$ cat config.mk
export PLATFORM = sky130hd
export DESIGN_NAME = scrolling_text_segment_driver_unit
export DESIGN_NICKNAME = d
export VERILOG_FILES = /design/src/design/stsd_pkg.sv /design/src/design/stsd_front.sv /design/src/design/stsd_back.sv /design/src/design/scrolling_text_segment_driver_unit.sv
export SDC_FILE = /design/constraint.sdc
export NUM_CORES = 1
export LEC_CHECK = 0
export BUFFER_PORTS_ARGS = -buffer_cell sky130_fd_sc_hd__buf_2
export CAP_MARGIN = 5
export CELL_PAD_IN_SITES_DETAIL_PLACEMENT = 1
export CELL_PAD_IN_SITES_GLOBAL_PLACEMENT = 1
export CORE_MARGIN = 2
export CORE_UTILIZATION = 25
export CTS_BUF_LIST = sky130_fd_sc_hd__clkbuf_8
export CTS_CLUSTER_DIAMETER = 200
export DETAILED_ROUTE_END_ITERATION = 12
export PLACE_DENSITY_LB_ADDON = 0.1
export REMOVE_ABC_BUFFERS = 1
export SYNTH_ARGS = -nofsm -noshare
export SYNTH_HDL_FRONTEND = slang
export SYNTH_SLANG_ARGS = --single-unit
$ cat constraint.sdc
create_clock -name i_clk -period 6.7 [get_ports i_clk]
set_input_delay 1.34 -clock i_clk [delete_from_list [all_inputs] [get_ports i_clk]]
set_output_delay 1.34 -clock i_clk [all_outputs]
set_load 0.02 [all_outputs]
$ cat src/design/stsd_pkg.sv
// -----------------------------------------------------------------------------
// stsd_pkg
// Types, constants and font tables of the scrolling text segment driver.
// -----------------------------------------------------------------------------
`default_nettype none

package stsd_pkg;

    localparam int TEXT_DEPTH  = 32;
    localparam int DIGITS      = 5;
    localparam int STORE_AW    = $clog2(TEXT_DEPTH);
    localparam int POS_W       = $clog2(TEXT_DEPTH + DIGITS) + 1;
    localparam int OP_W        = 3;
    localparam int INDEX_W     = 5;
    localparam int CODE_W      = 8;
    localparam int DIGIT_W     = 3;
    localparam int PATTERN_W   = 15;
    localparam int QUEUE_DEPTH = 2;
    localparam int IN_TDATA_W  = 16;
    localparam int OUT_TDATA_W = 24;
    localparam int CFG_ADDR_W  = 3;
    localparam int CFG_DATA_W  = 32;

    localparam logic [OP_W-1:0] OP_CLEAR = 3'd0;
    localparam logic [OP_W-1:0] OP_WRITE = 3'd1;
    localparam logic [OP_W-1:0] OP_START = 3'd2;
    localparam logic [OP_W-1:0] OP_TICK  = 3'd3;
    localparam logic [OP_W-1:0] OP_STOP  = 3'd4;

    localparam logic REG_ROW_SELECT = 1'b0;

    localparam logic signed [POS_W-1:0] POS_START = -1;
    localparam logic signed [POS_W-1:0] POS_WRAP  = -4;
    localparam logic [DIGIT_W-1:0]      LAST_DIGIT = DIGIT_W'(DIGITS - 1);

    localparam logic [CODE_W-1:0] CH_UPPER_A = 8'h41;
    localparam logic [CODE_W-1:0] CH_UPPER_Z = 8'h5A;
    localparam logic [CODE_W-1:0] CH_LOWER_A = 8'h61;
    localparam logic [CODE_W-1:0] CH_LOWER_Z = 8'h7A;
    localparam logic [CODE_W-1:0] CH_ZERO    = 8'h30;
    localparam logic [CODE_W-1:0] CH_NINE    = 8'h39;
    localparam logic [CODE_W-1:0] CH_EQUALS  = 8'h3D;
    localparam logic [CODE_W-1:0] CH_MINUS   = 8'h2D;
    localparam int GLYPH_MINUS  = 26;
    localparam int GLYPH_EQUALS = 27;

    typedef enum logic [2:0] {
        CMD_CLEAR,
        CMD_WRITE,
        CMD_START,
        CMD_TICK,
        CMD_STOP
    } t_cmd;

    typedef struct packed {
        t_cmd                cmd;
        logic [INDEX_W-1:0]  index;
        logic [CODE_W-1:0]   code;
    } t_request;

    typedef struct packed {
        logic     valid;
        t_request req;
    } t_queue_head;

    localparam logic [PATTERN_W-1:0] LETTER_GLYPHS [2][28] = '{
        '{15'h4b19, 15'h5b42, 15'h0858, 15'h5a42, 15'h0859, 15'h0819, 15'h4958,
          15'h4319, 15'h1842, 15'h4250, 15'h2419, 15'h0058, 15'h461c, 15'h621c,
          15'h4a58, 15'h0b19, 15'h6a58, 15'h2b19, 15'h4949, 15'h1802, 15'h4258,
          15'h0438, 15'h6238, 15'h2424, 15'h1404, 15'h0c60, 15'h0101, 15'h0141},
        '{15'h4359, 15'h185b, 15'h4a40, 15'h185a, 15'h4b40, 15'h4340, 15'h4a49,
          15'h4319, 15'h1842, 15'h0a18, 15'h4324, 15'h4a00, 15'h6238, 15'h621c,
          15'h4a58, 15'h4351, 15'h4a5c, 15'h4355, 15'h4949, 15'h1042, 15'h4a18,
          15'h4620, 15'h461c, 15'h2424, 15'h2022, 15'h0c60, 15'h0101, 15'h0901}
    };

    localparam logic [PATTERN_W-1:0] DIGIT_GLYPHS [2][10] = '{
        '{15'h4a58, 15'h4200, 15'h0b51, 15'h4b41, 15'h4309, 15'h4949, 15'h4959,
          15'h4a00, 15'h4b59, 15'h4b49},
        '{15'h4a58, 15'h0018, 15'h0b51, 15'h0959, 15'h4119, 15'h4949, 15'h4b49,
          15'h0058, 15'h4b59, 15'h4959}
    };

    function automatic logic [PATTERN_W-1:0] glyph_of(input logic [CODE_W-1:0] ch,
                                                      input logic row);
        logic [CODE_W-1:0]    off;
        logic [PATTERN_W-1:0] g;
        off = '0;
        g   = '0;
        if (ch >= CH_UPPER_A && ch <= CH_UPPER_Z) begin
            off = ch - CH_UPPER_A;
            g   = LETTER_GLYPHS[row][off[4:0]];
        end else if (ch >= CH_LOWER_A && ch <= CH_LOWER_Z) begin
            off = ch - CH_LOWER_A;
            g   = LETTER_GLYPHS[row][off[4:0]];
        end else if (ch >= CH_ZERO && ch <= CH_NINE) begin
            off = ch - CH_ZERO;
            g   = DIGIT_GLYPHS[row][off[3:0]];
        end else if (ch == CH_EQUALS) begin
            g   = LETTER_GLYPHS[row][GLYPH_EQUALS];
        end else if (ch == CH_MINUS) begin
            g   = LETTER_GLYPHS[row][GLYPH_MINUS];
        end
        return g;
    endfunction

endpackage

`default_nettype wire

$ cat src/design/stsd_front.sv
// -----------------------------------------------------------------------------
// stsd_front
// Request decoder and two-entry command queue feeding the frame engine.
// -----------------------------------------------------------------------------
`default_nettype none

module stsd_front
    import stsd_pkg::*;
(
    input  wire logic               i_clk,
    input  wire logic               i_rst_n,
    input  wire logic               i_valid,
    output logic                    o_ready,
    input  wire logic [OP_W-1:0]    i_op,
    input  wire logic [INDEX_W-1:0] i_index,
    input  wire logic [CODE_W-1:0]  i_code,
    output t_queue_head             o_head,
    input  wire logic               i_pop
);

    localparam int QPTR_W = $clog2(QUEUE_DEPTH);
    localparam int QCNT_W = $clog2(QUEUE_DEPTH + 1);

    t_request           r_entry [QUEUE_DEPTH];
    logic [QPTR_W-1:0]  r_wr_ptr;
    logic [QPTR_W-1:0]  r_rd_ptr;
    logic [QCNT_W-1:0]  r_count;

    logic     keep;
    t_cmd     cmd;
    logic     push;

    always_comb begin
        keep = 1'b1;
        cmd  = CMD_CLEAR;
        unique case (i_op)
            OP_CLEAR: cmd = CMD_CLEAR;
            OP_WRITE: begin
                cmd  = CMD_WRITE;
                keep = (int'(i_index) < TEXT_DEPTH);
            end
            OP_START: cmd = CMD_START;
            OP_TICK:  cmd = CMD_TICK;
            OP_STOP:  cmd = CMD_STOP;
            default:  keep = 1'b0;
        endcase
    end

    assign o_ready          = (r_count != QCNT_W'(QUEUE_DEPTH));
    assign push             = i_valid && o_ready && keep;
    assign o_head.valid     = (r_count != '0);
    assign o_head.req       = r_entry[r_rd_ptr];

    always_ff @(posedge i_clk) begin
        if (!i_rst_n) begin
            r_wr_ptr <= '0;
            r_rd_ptr <= '0;
            r_count  <= '0;
        end else begin
            if (push) begin
                r_entry[r_wr_ptr] <= '{cmd: cmd, index: i_index, code: i_code};
                r_wr_ptr <= (r_wr_ptr == QPTR_W'(QUEUE_DEPTH - 1)) ? '0 : r_wr_ptr + 1'b1;
            end
            if (i_pop) begin
                r_rd_ptr <= (r_rd_ptr == QPTR_W'(QUEUE_DEPTH - 1)) ? '0 : r_rd_ptr + 1'b1;
            end
            unique case ({push, i_pop})
                2'b10:   r_count <= r_count + 1'b1;
                2'b01:   r_count <= r_count - 1'b1;
                default: r_count <= r_count;
            endcase
        end
    end

endmodule

`default_nettype wire

$ cat src/design/stsd_back.sv
// -----------------------------------------------------------------------------
// stsd_back
// Text store, scroll state and digit sequencer with registered output stage.
// -----------------------------------------------------------------------------
`default_nettype none

module stsd_back
    import stsd_pkg::*;
(
    input  wire logic                  i_clk,
    input  wire logic                  i_rst_n,
    input  wire t_queue_head           i_head,
    output logic                       o_pop,
    input  wire logic                  i_row_select,
    output logic                       o_valid,
    input  wire logic                  i_ready,
    output logic [DIGIT_W-1:0]         o_digit,
    output logic [PATTERN_W-1:0]       o_pattern,
    output logic                       o_last
);

    typedef enum logic {
        S_IDLE,
        S_FRAME
    } t_state;

    t_state                    r_state;
    logic [CODE_W-1:0]         r_data [TEXT_DEPTH];
    logic [TEXT_DEPTH-1:0]     r_valid;
    logic signed [POS_W-1:0]   r_pos;
    logic                      r_active;
    logic                      r_advance;
    logic [DIGIT_W-1:0]        r_digit;
    logic [CODE_W-1:0]         r_head_char;
    logic                      r_out_valid;
    logic [DIGIT_W-1:0]        r_out_digit;
    logic [PATTERN_W-1:0]      r_out_pattern;
    logic                      r_out_last;

    logic signed [POS_W-1:0]   addr_sum;
    logic                      in_range;
    logic [STORE_AW-1:0]       rd_idx;
    logic [STORE_AW-1:0]       wr_idx;
    logic [CODE_W-1:0]         ch;
    logic [PATTERN_W-1:0]      glyph;
    logic                      out_free;
    logic signed [POS_W-1:0]   n_pos;

    always_comb begin
        addr_sum = r_pos + POS_W'(r_digit);
        in_range = !addr_sum[POS_W-1] && ($unsigned(addr_sum) < POS_W'(TEXT_DEPTH));
        rd_idx   = addr_sum[STORE_AW-1:0];
        ch       = (in_range && r_valid[rd_idx]) ? r_data[rd_idx] : '0;
        glyph    = glyph_of(ch, i_row_select);
        wr_idx   = STORE_AW'(i_head.req.index);
        out_free = !r_out_valid || i_ready;
        o_pop    = (r_state == S_IDLE) && i_head.valid;
        priority if (r_pos[POS_W-1]) begin
            n_pos = r_pos + 1'b1;
        end else if (r_head_char == '0) begin
            n_pos = POS_WRAP;
        end else begin
            n_pos = r_pos + 1'b1;
        end
    end

    assign o_valid   = r_out_valid;
    assign o_digit   = r_out_digit;
    assign o_pattern = r_out_pattern;
    assign o_last    = r_out_last;

    always_ff @(posedge i_clk) begin
        if (!i_rst_n) begin
            r_state     <= S_IDLE;
            r_valid     <= '0;
            r_pos       <= POS_START;
            r_active    <= 1'b0;
            r_advance   <= 1'b0;
            r_digit     <= '0;
            r_out_valid <= 1'b0;
        end else begin
            if (r_out_valid && i_ready && r_state != S_FRAME) begin
                r_out_valid <= 1'b0;
            end
            unique case (r_state)
                S_IDLE: begin
                    if (o_pop) begin
                        unique case (i_head.req.cmd)
                            CMD_CLEAR: r_valid <= '0;
                            CMD_WRITE: begin
                                r_data[wr_idx]  <= i_head.req.code;
                                r_valid[wr_idx] <= 1'b1;
                            end
                            CMD_START: begin
                                r_pos     <= POS_START;
                                r_active  <= 1'b1;
                                r_advance <= 1'b0;
                                r_digit   <= '0;
                                r_state   <= S_FRAME;
                            end
                            CMD_TICK: begin
                                if (r_active) begin
                                    r_advance <= 1'b1;
                                    r_digit   <= '0;
                                    r_state   <= S_FRAME;
                                end
                            end
                            CMD_STOP:  r_active <= 1'b0;
                            default:   r_active <= r_active;
                        endcase
                    end
                end
                S_FRAME: begin
                    if (out_free) begin
                        r_out_valid   <= 1'b1;
                        r_out_digit   <= r_digit;
                        r_out_pattern <= glyph;
                        r_out_last    <= (r_digit == LAST_DIGIT);
                        if (r_digit == '0) begin
                            r_head_char <= ch;
                        end
                        if (r_digit == LAST_DIGIT) begin
                            if (r_advance) begin
                                r_pos <= n_pos;
                            end
                            r_state <= S_IDLE;
                        end else begin
                            r_digit <= r_digit + 1'b1;
                        end
                    end
                end
            endcase
        end
    end

endmodule

`default_nettype wire

$ cat src/design/scrolling_text_segment_driver_unit.sv
// -----------------------------------------------------------------------------
// scrolling_text_segment_driver_unit
// Five-digit 14-segment scrolling marquee with stream ports and register port.
// -----------------------------------------------------------------------------
// A start, or a tick while scrolling is on, is queued and popped into the frame state;
// the digit sequencer then sends its five digits through the registered output stage,
// stalling while held; clear, write and stop apply on pop; a two-entry queue holds requests.
// Reset: synchronous active low; text store reads blank, scroll position -1,
// scrolling off, top row font table selected.
`default_nettype none

module scrolling_text_segment_driver_unit
    import stsd_pkg::*;
(
    input  wire logic                   i_clk,
    input  wire logic                   i_rst_n,
    input  wire logic                   s_axis_tvalid,
    output logic                        s_axis_tready,
    input  wire logic [IN_TDATA_W-1:0]  s_axis_tdata,   // char_index[4:0], char_code[12:5]
    input  wire logic [OP_W-1:0]        s_axis_tuser,   // op[2:0]
    output logic                        m_axis_tvalid,
    input  wire logic                   m_axis_tready,
    output logic [OUT_TDATA_W-1:0]      m_axis_tdata,   // digit[2:0], pattern[17:3]
    output logic                        m_axis_tlast,
    input  wire logic                   psel,
    input  wire logic                   penable,
    input  wire logic                   pwrite,
    input  wire logic [CFG_ADDR_W-1:0]  paddr,
    input  wire logic [CFG_DATA_W-1:0]  pwdata,
    output logic [CFG_DATA_W-1:0]       prdata,
    output logic                        pready
);

    logic                  r_row_select;
    t_queue_head           head;
    logic                  pop;
    logic [DIGIT_W-1:0]    out_digit;
    logic [PATTERN_W-1:0]  out_pattern;
    logic                  cfg_write;

    assign pready    = 1'b1;
    assign cfg_write = psel && penable && pwrite && pready;
    assign prdata    = (paddr[2] == REG_ROW_SELECT) ? CFG_DATA_W'(r_row_select) : '0;

    always_ff @(posedge i_clk) begin
        if (!i_rst_n) begin
            r_row_select <= 1'b0;
        end else if (cfg_write && paddr[2] == REG_ROW_SELECT) begin
            r_row_select <= pwdata[0];
        end
    end

    stsd_front u_front (
        .i_clk   (i_clk),
        .i_rst_n (i_rst_n),
        .i_valid (s_axis_tvalid),
        .o_ready (s_axis_tready),
        .i_op    (s_axis_tuser),
        .i_index (s_axis_tdata[INDEX_W-1:0]),
        .i_code  (s_axis_tdata[INDEX_W+CODE_W-1:INDEX_W]),
        .o_head  (head),
        .i_pop   (pop)
    );

    stsd_back u_back (
        .i_clk        (i_clk),
        .i_rst_n      (i_rst_n),
        .i_head       (head),
        .o_pop        (pop),
        .i_row_select (r_row_select),
        .o_valid      (m_axis_tvalid),
        .i_ready      (m_axis_tready),
        .o_digit      (out_digit),
        .o_pattern    (out_pattern),
        .o_last       (m_axis_tlast)
    );

    assign m_axis_tdata = OUT_TDATA_W'({out_pattern, out_digit});

endmodule

`default_nettype wire

==> results.md <==
* Status: finished, final reports clean
* Pre-antenna DRT Iters at 4
* Crit end category: flip-flop
* Via count at 9414
* Post-DP HPWL at 29.4 mm
* Clock period minus worst slack at between 5000 and 6000 ps
* Peak VDD IR at between 0.15 and 0.2 mV
* # setup viols final at 0
* Routed WL per cell at roughly 21 um
* Hold Fails Final Rpt at 0
* Max Slew Vio Count at 0
* Post-synth EDFFs at 314
* Core area at 64300 sq um
* Worst setup SP type: flip-flop
* Fraction of layout instances using a drive strength above 1 at 0.220
* Pre-CTS setup slack at ~720 ps
* Pleak at around 0.0063 uW
* Post-CTS Setup Bufs at 0
* H-tree depth at 3
* Maxcap violations at 0
* Seq/Total Area, Yosys at 0.644
* Yosys top cell area share at 0.580
* Die ar. at around 67000 sq um
* Most used DFF post-synth: edfxtp_1
* First-pass GRT wire length at between 60 and 70 mm
* DR WL met3 at about 1.4 mm
* Worst clock skew at between 20 and 25 ps
* Synth Instances at roughly 1100
* Slew margin rel. at 0.222
* Largest net degree at the start of global routing at 33
* Area grow syn2layout at 15.1%
* CTS Buf Count at 70
* Gr ovfl total at 0
* CTS resizes at 0
* Synthesis-stage register bit count at approximately 370
* RSZ-0062 raised after global routing: false
* Syn_area_per_cell at 14.8 sq um
* Yosys warning count at 0
* Worst slew pin tran at approximately 1200 ps
* Post-synth ARST share at 0
* Synth top cells by count: 314 x edfxtp_1, 115 x nor2_1, 75 x mux4_2
* Post-route cell area at 18700 sq um
* Critical path arrival at between 6000 and 7000 ps
* Worst skew pair latency at between 600 and 700 ps
* Root buffer cell: clkbuf_8
* Met1 Wirelength at between 20 and 25 mm
* CP max FO at 20
* Synth cell types at 76
* PwrDens at 313 nW/um^2
* Clock sink count at between 300 and 400
* Initial Util at 0.253
* Die W at between 200 and 300 um
* Vias in the first global route at roughly 10000
* Die Y-Extent at 259 um
* Post-route ant nets at 0
* Setup ws final at 811 ps
* Crit path kind: flip-flop to flip-flop
* Total power at between 5000 and 6000 uW
* TNS Setup at 0 ps
* Row Count at just over 90
* DRC viols at 0
* Clock buffer depth at 3
* Leading cell type by number of instances after synthesis: edfxtp_1
* Initial antenna violation count at 2
* Final-stage net count at 1272
* DR top layer: met4
* Netlist Area Pre-Place at ~16000 sq um
* Via-to-Cell Ratio at 4.49
* Detailed Route Iter0 Violations at 472
* Area leader, netlist: edfxtp_1
* Crit share post-route at 0.879
* Total Wirelength at roughly 45 mm
* Port buffer count at 45
* Num ports at 121
* TritonCTS clock tree: built
* Total Routing Usage GR at 0.136
* Top cells by area, synth: edfxtp_1 58%, mux4_2 10%, dfxtp_1 6.4%, nor2_1 2.7%, a21oi_1 2.0%
* CTS Hold Buffers Added at 0
* Post-DP Area at around 17000 sq um
* Fmax at between 150 and 200 MHz
* Reg clk slew, reported paths at roughly 50 ps
* Critical Path RT at ~7000 ps
* DR WL met2 at 21.1 mm
* GP Congestion at 0.726
* HP Class: flip-flop to flip-flop
-- placed cells by master, fill, tap and decap left out, types with 6 or more instances in the layout --
cell type  netlist  layout
ha_1            19      18
a31oi_1          6       6
buf_2           20      45
nand2_1         59      59
o211ai_1         7       7
edfxtp_1       314     314
and3_1          12      12
dfxtp_1         52      52
o22ai_1          7       7
clkbuf_8         0      78
nor3_1          15      12
conb_1           2      39
nand2b_1        14      14
o21ai_0         15      15
nand4_1         11      11
mux4_2          75      75
nor2_1         115     115
o21ai_1          8       7
inv_1           29      58
nor2b_1         10      10
nand3_1         19      19
clkinv_1         1       9
mux2i_1         31      31
a21oi_1         66      66
mux2_2          18      18
buf_4           43      27
-- per-stage QoR --
stage | instances | utilization | hold WS [ps]
floorplan | 1045 | - | 431
finish | 2098 | 0.291 | 464
global route | 2098 | 0.291 | 488
detailed placement | 1974 | 0.271 | 454
CTS | 2096 | 0.291 | 469
global placement | 1974 | 0.271 | 443
-- cell families (layout without fill, tap and decap cells) --
logic type	Yosys count	after routing	synth area share
mux	131	131	0.146
fa+ha+maj	20	20	0.0159
flops	366	366	0.644
xor+xnor	10	10	0.00585
compound gates	162	162	0.0632
other cells	2	41	0.000462
buf+inv	120	227	0.0415
simple gates	286	286	0.0835
-- critical path, cell delays in order (launching register included) --
cell,delay [ps]
dfxtp_1,470
ha_4,180
inv_1,50
fa_4,1100
buf_12,240
mux4_2,360
mux4_2,560
mux2i_4,340
nor3_2,80
inv_1,230
ha_1,360
inv_1,100
or4_4,550
o211ai_2,350
a21oi_1,160
a211oi_1,320
o31ai_1,130
-- worst paths after layout --
kind	start	end	slack, ps	depth (start not counted)
max reg2reg	u_back.r_digit[0]	u_back.o_pattern[6]	810	16
min reg2reg	u_back.r_valid[11]	u_back.r_valid[11]	460	2
min	u_back.r_valid[11]	u_back.r_valid[11]	460	2
max	u_back.r_digit[0]	u_back.o_pattern[6]	810	16
-- registers in the layout, summed over array words and instances (netlist names), 2 cells and up, named ones only --
register / flops
u_back.r_valid: 32
u_back.r_data: 256
u_back.r_head_char: 8
u_back.r_digit: 3
u_front.r_count: 2
u_front.r_entry: 32
u_back.o_digit: 3
u_back.o_pattern: 14
u_back.r_pos: 7
-- final cells by class --
class / count / area, sq um
inverter: 31 / 116
sequential: 366 / 10500
antenna: 2 / 5.00
clock buffer: 78 / 1070
fill: 6797 / 45600
clock inverter: 44 / 209
timing repair buffer: 74 / 468
tap: 855 / 1070
multi-input combinational: 648 / 5300
-- routing by layer --
layer / global-route usage / up-vias
li1: - / 4353
met1: 0.185 / 4837
met2: 0.219 / 160
met3: 0.0235 / 64
met4: 0.0490 / 0
met5: 0 / -
-- power by group --
part / switching [uW] / leakage [uW] / total, uW / internal (uW)
Clock: 949 / 0.000763 / 2050 / 1100
Combinational: 720 / 0.00222 / 1140 / 416
Sequential: 47.4 / 0.00328 / 2670 / 2620
Total: 1720 / 0.00626 / 5850 / 4140
Note: power is estimated with default switching activity, not from simulation.
